===== src/rtl/core/u8bc_pkg.sv =====
// Shared types and byte-class constants for the UTF-8 buffer checker.
`default_nettype none
package u8bc_pkg;

  localparam int unsigned ByteW = 8;

  // Byte values that can never appear in UTF-8
  localparam logic [ByteW-1:0] BYTE_C0      = 8'hC0;
  localparam logic [ByteW-1:0] BYTE_C1      = 8'hC1;
  localparam logic [ByteW-1:0] BYTE_F5      = 8'hF5;

  // Lead and continuation class masks and patterns
  localparam logic [ByteW-1:0] MASK_LEAD2   = 8'hE0;
  localparam logic [ByteW-1:0] PAT_LEAD2    = 8'hC0;
  localparam logic [ByteW-1:0] MASK_LEAD3   = 8'hF0;
  localparam logic [ByteW-1:0] PAT_LEAD3    = 8'hE0;
  localparam logic [ByteW-1:0] MASK_LEAD4   = 8'hF8;
  localparam logic [ByteW-1:0] PAT_LEAD4    = 8'hF0;
  localparam logic [ByteW-1:0] MASK_CONT    = 8'hC0;
  localparam logic [ByteW-1:0] PAT_CONT     = 8'h80;

  localparam logic [1:0]       WIN_FULL     = 2'd3;

  // Verdict handed from the judge stage to the output stage
  typedef struct packed {
    logic push;      // a final byte was transferred this cycle
    logic not_utf8;  // verdict for that buffer
  } verdict_t;

endpackage
`default_nettype wire


===== src/rtl/core/u8bc_judge.sv =====
// Byte window, lead judging and per-buffer error flags.
`default_nettype none
module u8bc_judge (
  input  wire logic                    clk,
  input  wire logic                    rst_n,
  input  wire logic                    fire,
  input  wire logic [7:0]              data_byte,
  input  wire logic                    last_byte,
  output u8bc_pkg::verdict_t           verdict
);

  logic [7:0] win0_r, win1_r, win2_r;
  logic [1:0] seen_r,  seen_nxt;
  logic [1:0] skip_r,  skip_nxt;
  logic       forb_r,  forb_nxt;
  logic       serr_r,  serr_nxt;
  logic       multi_r, multi_nxt;

  function automatic logic is_cont(input logic [7:0] b);
    is_cont = (b & u8bc_pkg::MASK_CONT) == u8bc_pkg::PAT_CONT;
  endfunction

  always_comb begin
    forb_nxt  = forb_r;
    serr_nxt  = serr_r;
    multi_nxt = multi_r;
    skip_nxt  = skip_r;
    seen_nxt  = (seen_r == u8bc_pkg::WIN_FULL) ? seen_r : seen_r + 2'd1;

    if (data_byte == u8bc_pkg::BYTE_C0 || data_byte == u8bc_pkg::BYTE_C1 ||
        data_byte >= u8bc_pkg::BYTE_F5) begin
      forb_nxt = 1'b1;
    end

    if (seen_r == u8bc_pkg::WIN_FULL) begin
      if (skip_r != 2'd0) begin
        skip_nxt = skip_r - 2'd1;
      end else if ((win0_r & u8bc_pkg::MASK_LEAD2) == u8bc_pkg::PAT_LEAD2) begin
        if (!is_cont(win1_r)) begin
          serr_nxt = 1'b1;
        end else begin
          multi_nxt = 1'b1;
          skip_nxt  = 2'd1;
        end
      end else if ((win0_r & u8bc_pkg::MASK_LEAD3) == u8bc_pkg::PAT_LEAD3) begin
        if (!is_cont(win1_r) || !is_cont(win2_r)) begin
          serr_nxt = 1'b1;
        end else begin
          multi_nxt = 1'b1;
          skip_nxt  = 2'd2;
        end
      end else if ((win0_r & u8bc_pkg::MASK_LEAD4) == u8bc_pkg::PAT_LEAD4) begin
        if (!is_cont(win1_r) || !is_cont(win2_r) || !is_cont(data_byte)) begin
          serr_nxt = 1'b1;
        end else begin
          multi_nxt = 1'b1;
          skip_nxt  = 2'd3;
        end
      end
    end
  end

  assign verdict = '{push:     fire && last_byte,
                     not_utf8: forb_nxt || serr_nxt || !multi_nxt};

  // Window bytes only matter once seen_r is full, so they need no reset.
  always_ff @(posedge clk) begin
    if (fire) begin
      win0_r <= last_byte ? 8'h00 : win1_r;
      win1_r <= last_byte ? 8'h00 : win2_r;
      win2_r <= last_byte ? 8'h00 : data_byte;
    end
  end

  always_ff @(posedge clk) begin
    if (!rst_n) begin
      seen_r  <= 2'd0;
      skip_r  <= 2'd0;
      forb_r  <= 1'b0;
      serr_r  <= 1'b0;
      multi_r <= 1'b0;
    end else if (fire) begin
      if (last_byte) begin
        seen_r  <= 2'd0;
        skip_r  <= 2'd0;
        forb_r  <= 1'b0;
        serr_r  <= 1'b0;
        multi_r <= 1'b0;
      end else begin
        seen_r  <= seen_nxt;
        skip_r  <= skip_nxt;
        forb_r  <= forb_nxt;
        serr_r  <= serr_nxt;
        multi_r <= multi_nxt;
      end
    end
  end

endmodule
`default_nettype wire


===== src/rtl/core/u8bc_skid.sv =====
// Output register plus one skid entry for verdicts.
`default_nettype none
module u8bc_skid (
  input  wire logic                    clk,
  input  wire logic                    rst_n,
  input  wire u8bc_pkg::verdict_t      verdict,
  output logic                         full,
  output logic                         out_valid,
  input  wire logic                    out_stall,
  output logic                         out_not_utf8
);

  logic main_vld_r, skid_vld_r;
  logic main_dat_r, skid_dat_r;
  logic pop;

  assign pop          = main_vld_r && !out_stall;
  assign full         = skid_vld_r;
  assign out_valid    = main_vld_r;
  assign out_not_utf8 = main_dat_r;

  always_ff @(posedge clk) begin
    if (!rst_n) begin
      main_vld_r <= 1'b0;
      skid_vld_r <= 1'b0;
    end else if (skid_vld_r) begin
      if (pop) begin
        skid_vld_r <= 1'b0;
      end
    end else if (verdict.push) begin
      if (!main_vld_r || pop) begin
        main_vld_r <= 1'b1;
      end else begin
        skid_vld_r <= 1'b1;
      end
    end else if (pop) begin
      main_vld_r <= 1'b0;
    end
  end

  always_ff @(posedge clk) begin
    if (skid_vld_r) begin
      if (pop) begin
        main_dat_r <= skid_dat_r;
      end
    end else if (verdict.push) begin
      if (!main_vld_r || pop) begin
        main_dat_r <= verdict.not_utf8;
      end else begin
        skid_dat_r <= verdict.not_utf8;
      end
    end
  end

endmodule
`default_nettype wire


===== src/rtl/core/utf8_buffer_check.sv =====
// Top level of the UTF-8 buffer checker: one verdict per byte stream buffer.
// Throughput: one byte per cycle while in_stall is low; the window moves per byte.
// The verdict is registered, in the output register or, on a stall, the skid entry.
// in_stall rises only when both the output register and the skid entry hold verdicts.
// Reset: synchronous, active low; clears window count, flags and output valids.
`default_nettype none
module utf8_buffer_check (
  input  wire logic       clk,
  input  wire logic       rst_n,
  // byte input channel
  input  wire logic       in_valid,
  output logic            in_stall,
  input  wire logic [7:0] in_data_byte,
  input  wire logic       in_last_byte,
  // verdict channel
  output logic            out_valid,
  input  wire logic       out_stall,
  output logic            out_not_utf8
);

  u8bc_pkg::verdict_t verdict;
  logic               in_fire;
  logic               skid_full;

  // A byte transfers whenever the skid entry is free, whether or not a verdict waits.
  assign in_stall = skid_full;
  assign in_fire  = in_valid && !in_stall;

  // Window, skip counter and error flags; the verdict is formed from next-state flags.
  u8bc_judge u_judge (
    .clk       (clk),
    .rst_n     (rst_n),
    .fire      (in_fire),
    .data_byte (in_data_byte),
    .last_byte (in_last_byte),
    .verdict   (verdict)
  );

  // Output register with one skid entry so a stalled verdict does not block input.
  u8bc_skid u_skid (
    .clk          (clk),
    .rst_n        (rst_n),
    .verdict      (verdict),
    .full         (skid_full),
    .out_valid    (out_valid),
    .out_stall    (out_stall),
    .out_not_utf8 (out_not_utf8)
  );

  // Skid entry is only used behind an occupied output register.
  a_skid_behind_main: assert property (@(posedge clk) disable iff (!rst_n)
    in_stall |-> out_valid)
    else $error("skid entry full while output register empty");

  // A final-byte transfer always leaves out_valid high on the next cycle.
  a_verdict_follows_last: assert property (@(posedge clk) disable iff (!rst_n)
    (in_valid && !in_stall && in_last_byte) |=> out_valid)
    else $error("no verdict after final byte");

  // A verdict still present after a stall plus a new final byte must fill the skid.
  a_skid_fill: assert property (@(posedge clk) disable iff (!rst_n)
    (out_valid && out_stall && in_valid && !in_stall && in_last_byte) |=> in_stall)
    else $error("verdict lost while output stalled");

endmodule
`default_nettype wire


===== config.mk =====
export PLATFORM = sky130hd
export DESIGN_NAME = utf8_buffer_check
export DESIGN_NICKNAME = d
export VERILOG_FILES = /design/src/rtl/core/u8bc_pkg.sv /design/src/rtl/core/u8bc_judge.sv /design/src/rtl/core/u8bc_skid.sv /design/src/rtl/core/utf8_buffer_check.sv
export SDC_FILE = /design/constraint.sdc
export NUM_CORES = 1
export LEC_CHECK = 0
export ABC_AREA = 1
export BUFFER_PORTS_ARGS = -buffer_cell sky130_fd_sc_hd__clkbuf_2
export CORE_MARGIN = 5
export CORE_UTILIZATION = 51
export DETAILED_ROUTE_END_ITERATION = 16
export HOLD_SLACK_MARGIN = 0.03
export PLACE_DENSITY_LB_ADDON = 0.08
export SLEW_MARGIN = 0
export SYNTH_ARGS = -nofsm -noshare
export SYNTH_HDL_FRONTEND = slang
export SYNTH_SLANG_ARGS = --single-unit
export TNS_END_PERCENT = 5

===== constraint.sdc =====
create_clock -name clk -period 1.5 [get_ports clk]
set_clock_uncertainty 0.2 [all_clocks]
set_input_delay 0.15 -clock clk [delete_from_list [all_inputs] [get_ports clk]]
set_output_delay 0.15 -clock clk [all_outputs]
set_load 0.01 [all_outputs]

After elaboration in Yosys (flattened, before gate mapping)

Cells that the tools add are included.
W data, S select, Z words.

Bits in registers: 35
Latch bits: 0
Bits in writable memories: 0
Memory bits (read-only): 0
Bits of input ports: 13
Output and inout port bits: 3
Logic and storage cells: 102
Memories: 0

$add $sub $neg: 2
Multiply operators: 0
Divide/modulo/power cells: 0
$lt $le $gt $ge: 1
Equality and inequality tests: 15
Shifts and indexed selects: 0
Mux-type cells: 42
Bitwise logic cells: 2
Reductions and logical operators: 28

Operator list:

| kind                  | count |
|---|---|
| $mux W1               | 31 |
| $mux W2               | 11 |
| $eq A8 B8 Y1 const B  | 2 |
| $reduce_bool A2 Y1    | 5 |
| $reduce_and A3 Y1     | 3 |
| $eq A2 B2 Y1 const B  | 4 |
| $ge A8 B8 Y1 const B  | 1 |
| $logic_not A1 Y1      | 7 |
| $logic_or A1 B1 Y1    | 7 |
| $reduce_and A6 Y1     | 1 |
| $eq A5 B5 Y1 const B  | 1 |
| $ne A5 B2 Y1 const B  | 1 |
| $ne A5 B3 Y1 const B  | 1 |
| $reduce_bool A5 Y1    | 1 |
| $eq A4 B4 Y1 const B  | 1 |
| $ne A2 B2 Y1 const B  | 2 |
| $ne A4 B3 Y1 const B  | 1 |
| $eq A3 B3 Y1 const B  | 1 |
| $logic_and A1 B1 Y1   | 3 |
| $add A2 B1 Y2 const B | 1 |
| $ne A2 B1 Y1 const B  | 1 |
| $not A1 Y1            | 2 |
| $reduce_and A2 Y1     | 1 |
| $sub A2 B1 Y2 const B | 1 |

Depth between registers and ports, before layout

Gate-level depths: netlist of run 1.

Depth in word-level cells: 15
Mapped depth: 10
Mapped depth without buffers: 10

Hierarchy

A second synthesis of run 1 with hierarchy kept.

Cell total of the unflattened synthesis: 185
Area, all modules: 1395.1 µm²

By module, submodules not included:

| module            | instances | cells each | area an instance (µm²) | sequential area each (µm²) |
|---|---|---|---|---|
| u8bc_judge        | 1         | 158        | 1196.1                 | 590.6 |
| u8bc_skid         | 1         | 25         | 188.9                  | 100.1 |
| utf8_buffer_check | 1         | 2          | 10.0                   | 0.0 |

Worst setup path before layout of run 1

Ideal clock, no wire load.

Kind: register to register
Start point: register u_judge.win1_r[6]
End point: register u_skid.main_dat_r, in the netlist u_skid.out_not_utf8 (data pin)
Library setup time: 255 ps
Arrival: 1119 ps
Data required time: 1045 ps
Slack: -74 ps
Cell stages (with the launch flop): 11
Buffers on the path: 0
Period minus slack after synthesis: 1574 ps
Cell sequence: edfxtp_1 > inv_2 > nand2_2 > nor2_4 > nand3_2 > nand2_1 > nand2_2 > nand2_2 > nand2_2 > o21bai_2 > nand2_1

Word-level cells in the longest chain between the ends: 15
Elaborated cells between the ends (all ways): 26
Those cells by class: 1 x eq/ne; 19 x mux; 6 x reduce/logical

RTL lines:

| what                                                          | RTL line                           | text |
|---|---|---|
| start: declaration                                            | u8bc_judge.sv:12                   | `logic [7:0] win0_r, win1_r, win2_r;` |
| start signal: assignment                                      | u8bc_judge.sv:70                   | `win1_r <= last_byte ? 8'h00 : win2_r;` |
| $eq A2 B2 Y1 (*)                                              | u8bc_judge.sv:20                   | `is_cont = (b & u8bc_pkg::MASK_CONT) == u8bc_pkg::PAT_CONT;` |
| $logic_not A1 Y1                                              | -                                  |  |
| $logic_or A1 B1 Y1                                            | u8bc_judge.sv:46, u8bc_judge.sv:53 |  |
| $logic_or A1 B1 Y1                                            | u8bc_judge.sv:53                   | `if (!is_cont(win1_r) \|\| !is_cont(win2_r) \|\| !is_cont(data_byte)) begin` |
| $mux W1                                                       | u8bc_judge.sv:53                   |  |
| $mux W1                                                       | u8bc_judge.sv:52                   | `end else if ((win0_r & u8bc_pkg::MASK_LEAD4) == u8bc_pkg::PAT_LEAD4) begin` |
| $mux W1                                                       | u8bc_judge.sv:45                   | `end else if ((win0_r & u8bc_pkg::MASK_LEAD3) == u8bc_pkg::PAT_LEAD3) begin` |
| $mux W1                                                       | u8bc_judge.sv:38                   | `end else if ((win0_r & u8bc_pkg::MASK_LEAD2) == u8bc_pkg::PAT_LEAD2) begin` |
| $mux W1                                                       | u8bc_judge.sv:36                   | `if (skip_r != 2'd0) begin` |
| $mux W1                                                       | u8bc_judge.sv:35                   | `if (seen_r == u8bc_pkg::WIN_FULL) begin` |
| $logic_or A1 B1 Y1 / $logic_not A1 Y1 (equally long branches) | u8bc_judge.sv:64                   | `not_utf8: forb_nxt \|\| serr_nxt \|\| !multi_nxt};` |
| $logic_or A1 B1 Y1 (*)                                        | u8bc_judge.sv:64                   |  |
| $mux W1 (*)                                                   | u8bc_skid.sv:47                    | `if (!main_vld_r \|\| pop) begin` |
| $mux W1 (*)                                                   | u8bc_skid.sv:46                    | `end else if (verdict.push) begin` |
| $mux W1 (*)                                                   | u8bc_skid.sv:42                    | `if (skid_vld_r) begin` |
| end signal: assignment                                        | u8bc_skid.sv:44                    | `main_dat_r <= skid_dat_r;` |
| end signal: assignment                                        | u8bc_skid.sv:48                    | `main_dat_r <= verdict.not_utf8;` |
| end: declaration                                              | u8bc_skid.sv:14                    | `logic main_dat_r, skid_dat_r;` |

Mark *: on every way between the ends. The rest lies on a longest branch, timed or not. The select of a mux whose other input is x is not followed.
A chain may end at the register's enable or synchronous reset.

Final worst setup path of run 1

Start point: register u_judge.win2_r[6]
End point: register u_skid.main_dat_r, in the netlist u_skid.out_not_utf8 (data pin)

Word-level cells in the longest chain between the ends: 15
Elaborated cells between the ends (all ways): 24
Those cells by class: 1 x eq/ne; 17 x mux; 6 x reduce/logical

RTL lines:

| what                                                          | RTL line                           | text |
|---|---|---|
| start: declaration                                            | u8bc_judge.sv:12                   |  |
| start signal: assignment                                      | u8bc_judge.sv:71                   | `win2_r <= last_byte ? 8'h00 : data_byte;` |
| $eq A2 B2 Y1 (*)                                              | u8bc_judge.sv:20                   |  |
| $logic_not A1 Y1 (*)                                          | u8bc_judge.sv:46, u8bc_judge.sv:53 |  |
| $logic_or A1 B1 Y1 (*)                                        | u8bc_judge.sv:46, u8bc_judge.sv:53 |  |
| $logic_or A1 B1 Y1                                            | u8bc_judge.sv:53                   |  |
| $mux W1                                                       | u8bc_judge.sv:53                   |  |
| $mux W1                                                       | u8bc_judge.sv:52                   |  |
| $mux W1                                                       | u8bc_judge.sv:45                   |  |
| $mux W1                                                       | u8bc_judge.sv:38                   |  |
| $mux W1                                                       | u8bc_judge.sv:36                   |  |
| $mux W1                                                       | u8bc_judge.sv:35                   |  |
| $logic_or A1 B1 Y1 / $logic_not A1 Y1 (equally long branches) | u8bc_judge.sv:64                   |  |
| $logic_or A1 B1 Y1 (*)                                        | u8bc_judge.sv:64                   |  |
| $mux W1 (*)                                                   | u8bc_skid.sv:47                    |  |
| $mux W1 (*)                                                   | u8bc_skid.sv:46                    |  |
| $mux W1 (*)                                                   | u8bc_skid.sv:42                    |  |

Marked as above.

==> results of run 1 <==
-- final cells by class --
cell class,instances,area share
clock buffer,4,0.0273
inverter,33,0.0712
multi-input combinational,99,0.301
sequential,26,0.397
tap,30,0.0216
timing repair buffer,44,0.183
-- sequential cells by signal (all words and copies together), names as in the netlist --
register,flops
u_judge.multi_r,1
u_skid.out_not_utf8,1
u_skid.out_valid,1
u_judge.win1_r,5
u_skid.skid_dat_r,1
u_judge.skip_r,2
u_judge.forb_r,1
u_judge.serr_r,1
u_judge.win0_r,5
u_skid.full,1
u_judge.win2_r,5
u_judge.seen_r,2
-- report_power, final --
group          total (W)  internal, W  switching [W]
registers       0.000818     0.000800      0.0000185
logic           0.000201    0.0000940       0.000107
clock network   0.000421     0.000204       0.000218
total            0.00144      0.00110       0.000343
-- worst register-to-register path, delay by kind of cell, from the launching register on --
kind,cells,cell delay (ns)
and+or+nand+nor,8,0.64
DFF,1,0.40
AOI/OAI and AO/OA,1,0.11
buffers and inverters,1,0.08
-- metrics by stage --
stage | total power, W | util | setup slack, ns | instances | setup TNS, ns
after global placement | 0.000998 | 0.633 | -0.0899 | 221 | -0.339
after floorplan | 0.000932 | - | -0.0286 | 160 | -0.0286
after global routing | 0.00152 | 0.703 | -0.245 | 236 | -1.19
after detailed placement | 0.00101 | 0.633 | -0.148 | 221 | -0.510
final | 0.00144 | 0.703 | -0.145 | 236 | -0.616
after CTS | 0.00145 | 0.698 | -0.162 | 236 | -0.618
-- routing by layer --
metal | up-vias | wire length (um) | track usage
met5 | - | 0 | 0
met2 | 26 | 1420 | 0.315
met3 | 2 | 99 | 0.0255
met1 | 550 | 1220 | 0.212
met4 | 0 | 21 | 0.0650
li1 | 597 | - | -
-- path summary, 6_finish.rpt --
path / from / to / slack, ns / cells after the start
worst min register to register: u_judge.seen_r[1]$_SDFFE_PN0P_ / u_judge.seen_r[1]$_SDFFE_PN0P_ / 0.29 / 2
worst min-delay path: in_data_byte[6] / u_judge.multi_r$_SDFFE_PN0P_ / 0.11 / 6
worst max register to register: u_judge.win2_r[6]$_SDFFCE_PP0P_ / u_skid.out_not_utf8$_DFFE_PP_ / -0.14 / 10
worst max-delay path: u_judge.win2_r[6]$_SDFFCE_PP0P_ / u_skid.out_not_utf8$_DFFE_PP_ / -0.14 / 10
-- cell usage after synthesis, drive strengths merged (2+ instances only) --
cell type and number:
buf 2, o21ai 7, dfxtp 9, inv 33
nor3 2, nor2 30, edfxtp 17, a21oi 11
nand2 33, nand3 8, nand3b 2
-- placed cells by master (no fill, tap or decap), types with 3 or more instances in the layout --
cell / synthesis / final
buf_4: 0 / 21
inv_2: 3 / 6
edfxtp_1: 17 / 17
dfxtp_1: 9 / 9
inv_1: 30 / 27
nand2_2: 5 / 10
dlygate4sd3_1: 0 / 9
nand3_1: 6 / 6
nor2_1: 26 / 26
clkbuf_4: 0 / 3
nand2_1: 28 / 22
a21oi_1: 11 / 11
o21ai_0: 6 / 6
clkbuf_2: 0 / 14
-- kinds of logic after synthesis --
| kind of cell | count (synthesis) | share of synthesized area |
|---|---|---|
| DFF | 26 | 0.524 |
| and+or+nand+nor | 77 | 0.278 |
| adders and majority gates | 1 | 0.00949 |
| AOI/OAI and AO/OA | 21 | 0.0882 |
| buffers and inverters | 35 | 0.101 |
-- timing repair --
action,4_1_cts,5_1_grt
hold buffers,9,0
endpoints found under the hold margin,14,0
endpoints found under the setup margin,5,23
pin swaps,2,1
setup buffers,2,0
resized for setup,4,7
==> results.ini, run 1 <==
[outcome]
status = complete, but fails checks
violations = setup timing

[detailed_routing]
vias_per_cell = 4.98
route.detailed.drc = 0
drt_iter0_markers = 59
vias = 1175
wl_per_cell_um = 11.7
routed_wl_um = 2760
ant_nets = 0
firstDrtPassIters = 4

[sta]
slew_violations = 0
worst_slack_ns = -0.145
fin_crit_ns = 1.64
rsz0062_at_grt = yes
period_share = 1.10
relSlewSlack = 0.790
tightest_slew_ns = 0.315
max_freq_mhz = 608
hold_slack_ns = 0.107
hold_viol = 0
finalSetupViolations = 5

[layout]
area_growth_syn_to_layout_pct = 32.0
drive_gt1_frac = 0.325
final-seq-area_um2 = 691
multi_input_area_um2 = 523
antennaDiodeCount = 0
final_area_um2 = 1740
nFillCells = 211
fin_nets = 221

[synth]
ys_seq_elements = 26
ys_types = 26
syn_inst = 160
yosysTopAreaCell = edfxtp_1
syn_nets = 174
synth_edf_count = 17
syn_avg_cell_area_um2 = 8.24
seq_area_frac_synth = 0.524
synth_top_area_share = 0.387
synthTopCellsByArea = edfxtp_1, dfxtp_1, inv_1
syn_area_um2 = 1320
ys_async_sr_fraction = 0
yosysWarnings = 0
synthFlopType = edfxtp_1

[clocking]
root_buffer = clkbuf_4
htreeDepth = 1
cts.sinks = 26
clk_path_buf_depth = 2
cts_tree = built
insertion_delay_ns = 0.33
numCtsBuffers = 3
path_clk_slew_ns = 0.15

[worst_setup_path]
slowest_delay_ns = 0.40
end_kind = flip-flop
path_delay_family = simple AND/OR/NAND/NOR gates
crit_arrival_ns = 1.55
worstPathMaxFanout = 5
cp-start-kind = flip-flop
crit_chain = inv_2 -> nand2_2 -> nor2_4 -> nand3_2 -> nand2_2 -> nand2_2 -> nand2_2 -> nand2_2 -> o21bai_2 -> nand2_1
critPathKind = flip-flop to flip-flop
cp_common_cell = nand2_2
critPathRequiredTime_ns = 1.41
crit_buf_inv = 1
slowest_stage = edfxtp_1

[floorplan]
initial_utilization = 0.532
ios = 16
die-area_um2 = 3700
die_w_um = 60.9
coreArea_um2 = 2480
fp.dieH_um = 60.9
std_cell_rows = 18

[grt]
track_usage = 0.175
grt_pass1_wl_um = 4770
grt_start_max_net_pins = 16
grt-ovfl-total = 0
grt_antenna_before_repair = 0
grt_pass1_vias = 1172

[placement]
portBuffers = 15
detailed_place.area_um2 = 1570
gp_congestion = 0.842
dp_hpwl_um = 2030

[min_path]
holdCritPathClass = input pin to flip-flop

[power_and_ir_drop]
ir_worst_vdd_v = 0.000584
p_leak_nw = 0.809
power_density_nw_per_um2 = 828

[run]
drv_cap = 0

No activity file was read; power rests on OpenSTA's default activity.
==> inputs of run 2 (changes only) <==
SETUP_SLACK_MARGIN = 0.5   (was unset)
==> run 2 against run 1 <==
Against the previous run:
- the run ends with hold timing, setup timing left
- clock power is essentially flat
- sequential share of layout area is 0.71 points lower
- final cell count decreased by 1.7%
- cell area increased by 2.4%
- core utilization is 1.7 points higher
- die area unchanged
- global-route usage decreased by 0.44 points
- non-clock buffer count shrank 4
- critical path depth stayed put
- combinational power rose by 7%
- worst hold slack worse by 0.17 ns
- sequential power about the same
- largest cell class unchanged
==> results.ini, run 2 (synthesis results as in run 1) <==
[floorplan]
die_w_um = 60.9
ios = 16
initial_utilization = 0.532
die-area_um2 = 3700
fp.dieH_um = 60.9
std_cell_rows = 18
coreArea_um2 = 2480

[clocking]
root_buffer = clkbuf_4
insertion_delay_ns = 0.33
cts_tree = built
path_clk_slew_ns = 0.15
cts.sinks = 26
htreeDepth = 1
numCtsBuffers = 3
cts_hold_buf = 5
clk_path_buf_depth = 2

[placement]
place_ws_ns = -0.148
dp_hpwl_um = 2030
gp_congestion = 0.842
portBuffers = 15

[outcome]
status = complete, but fails checks
violations = hold timing, setup timing

[layout]
nFillCells = 193
drive_gt1_frac = 0.376
area_growth_syn_to_layout_pct = 35.1
antennaDiodeCount = 0
final_common_cell = inv_1
multi_input_area_um2 = 549
top_regs = u_judge.win0_r (5), u_judge.win1_r (5), u_judge.win2_r (5)
final-seq-area_um2 = 694
fin_nets = 217
layout_common_cells = inv_1, nor2_1, nand2_1

[worst_setup_path]
crit_arrival_ns = 1.61
critPathKind = flip-flop to flip-flop
critPathRequiredTime_ns = 1.41
cp-start-kind = flip-flop
end_kind = flip-flop
worstPathMaxFanout = 5

[power_and_ir_drop]
power_density_nw_per_um2 = 819
p_leak_nw = 0.818
ir_worst_vdd_v = 0.000585

[grt]
grt_antenna_before_repair = 0
grt-ovfl-total = 0
grt_pass1_wl_um = 4670
grt_pass1_vias = 1147
grt_start_max_net_pins = 16
track_usage = 0.171

[detailed_routing]
drt_iter0_markers = 69
wl_per_cell_um = 11.8
routed_wl_um = 2740
route.detailed.drc = 0
ant_nets = 0
vias = 1147
vias_per_cell = 4.94
firstDrtPassIters = 4

[sta]
finalSetupViolations = 5
slew_violations = 0
tightest_slew_ns = 0.325
hold_slack_ns = -0.0580
period_share = 1.13
rsz0062_at_grt = yes
finalSetupTns_ns = -0.644
fin_crit_ns = 1.69
hold_viol = 7
max_freq_mhz = 591
relSlewSlack = 0.783
worst_slack_ns = -0.192

[run]
drv_cap = 0

[min_path]
holdCritPathClass = input pin to flip-flop

-- run 2: cell types whose count changed in the layout (fill, tap and decap cells not counted), sizes merged --
cell          before  now
dlymetal6s4s       0    1
buf               21   23
clkbuf            18   16
dlygate4sd3        9    4
-- run 2: where the power goes --
| part | switching, W | internal, W |
|---|---|---|
| clock network | 0.000220 | 0.000204 |
| registers | 0.0000192 | 0.000801 |
| logic | 0.000114 | 0.000102 |
-- run 2: per-stage QoR --
| stage | cells | power (W) | hold slack, ns | instance area (um2) | utilization |
|---|---|---|---|---|---|
| 2_1_floorplan | 160 | 0.000932 | 0.0759 | 1330 | - |
| 3_3_place_gp | 221 | 0.000998 | 0.207 | 1570 | 0.633 |
| 3_5_place_dp | 221 | 0.00101 | 0.214 | 1570 | 0.633 |
| 4_1_cts | 232 | 0.00145 | -0.0662 | 1720 | 0.693 |
| 5_1_grt | 232 | 0.00153 | -0.0666 | 1780 | 0.719 |
| 6_report | 232 | 0.00146 | -0.0580 | 1780 | 0.719 |
-- run 2: final timing paths --
check	from	to	slack (ns)	depth (start not counted)
max	u_judge.win2_r[6]$_SDFFCE_PP0P_	u_skid.out_not_utf8$_DFFE_PP_	-0.19	10
min	in_data_byte[3]	u_judge.win2_r[3]$_SDFFCE_PP0P_	-0.06	3
max reg2reg	u_judge.win2_r[6]$_SDFFCE_PP0P_	u_skid.out_not_utf8$_DFFE_PP_	-0.19	10
min reg2reg	u_judge.seen_r[1]$_SDFFE_PN0P_	u_judge.seen_r[1]$_SDFFE_PN0P_	0.29	2
-- run 2: cell type report --
cell class | instances | share of cell area
Sequential cell | 26 | 0.390
Tap cell | 30 | 0.0211
Timing Repair Buffer | 40 | 0.180
Inverter | 33 | 0.0737
Clock buffer | 4 | 0.0267
Multi-Input combinational cell | 99 | 0.308
-- run 2: critical path, stage by stage (launching register included) --
cell      delay [ns]
edfxtp_1        0.40
inv_2           0.08
nand2_2         0.06
nor2_4          0.16
a21oi_1         0.12
nand2_2         0.09
nand2_2         0.06
nand2_2         0.08
nand2_2         0.05
o21bai_2        0.11
nand2_1         0.05
-- run 2: per-layer routing --
layer | vias to the layer above | wire (um) | GRT usage
met4 | 0 | 17 | 0.0650
met3 | 2 | 87 | 0.0319
li1 | 593 | - | -
met1 | 532 | 1200 | 0.206
met2 | 20 | 1440 | 0.301
met5 | - | 0 | 0
-- run 2: timing repair --
item	in CTS	in global routing
hold endpoints to repair	14	7
pin swaps	6	7
gates cloned	0	0
setup endpoints to repair	35	36
buffers inserted	2	0
resized for setup	16	23
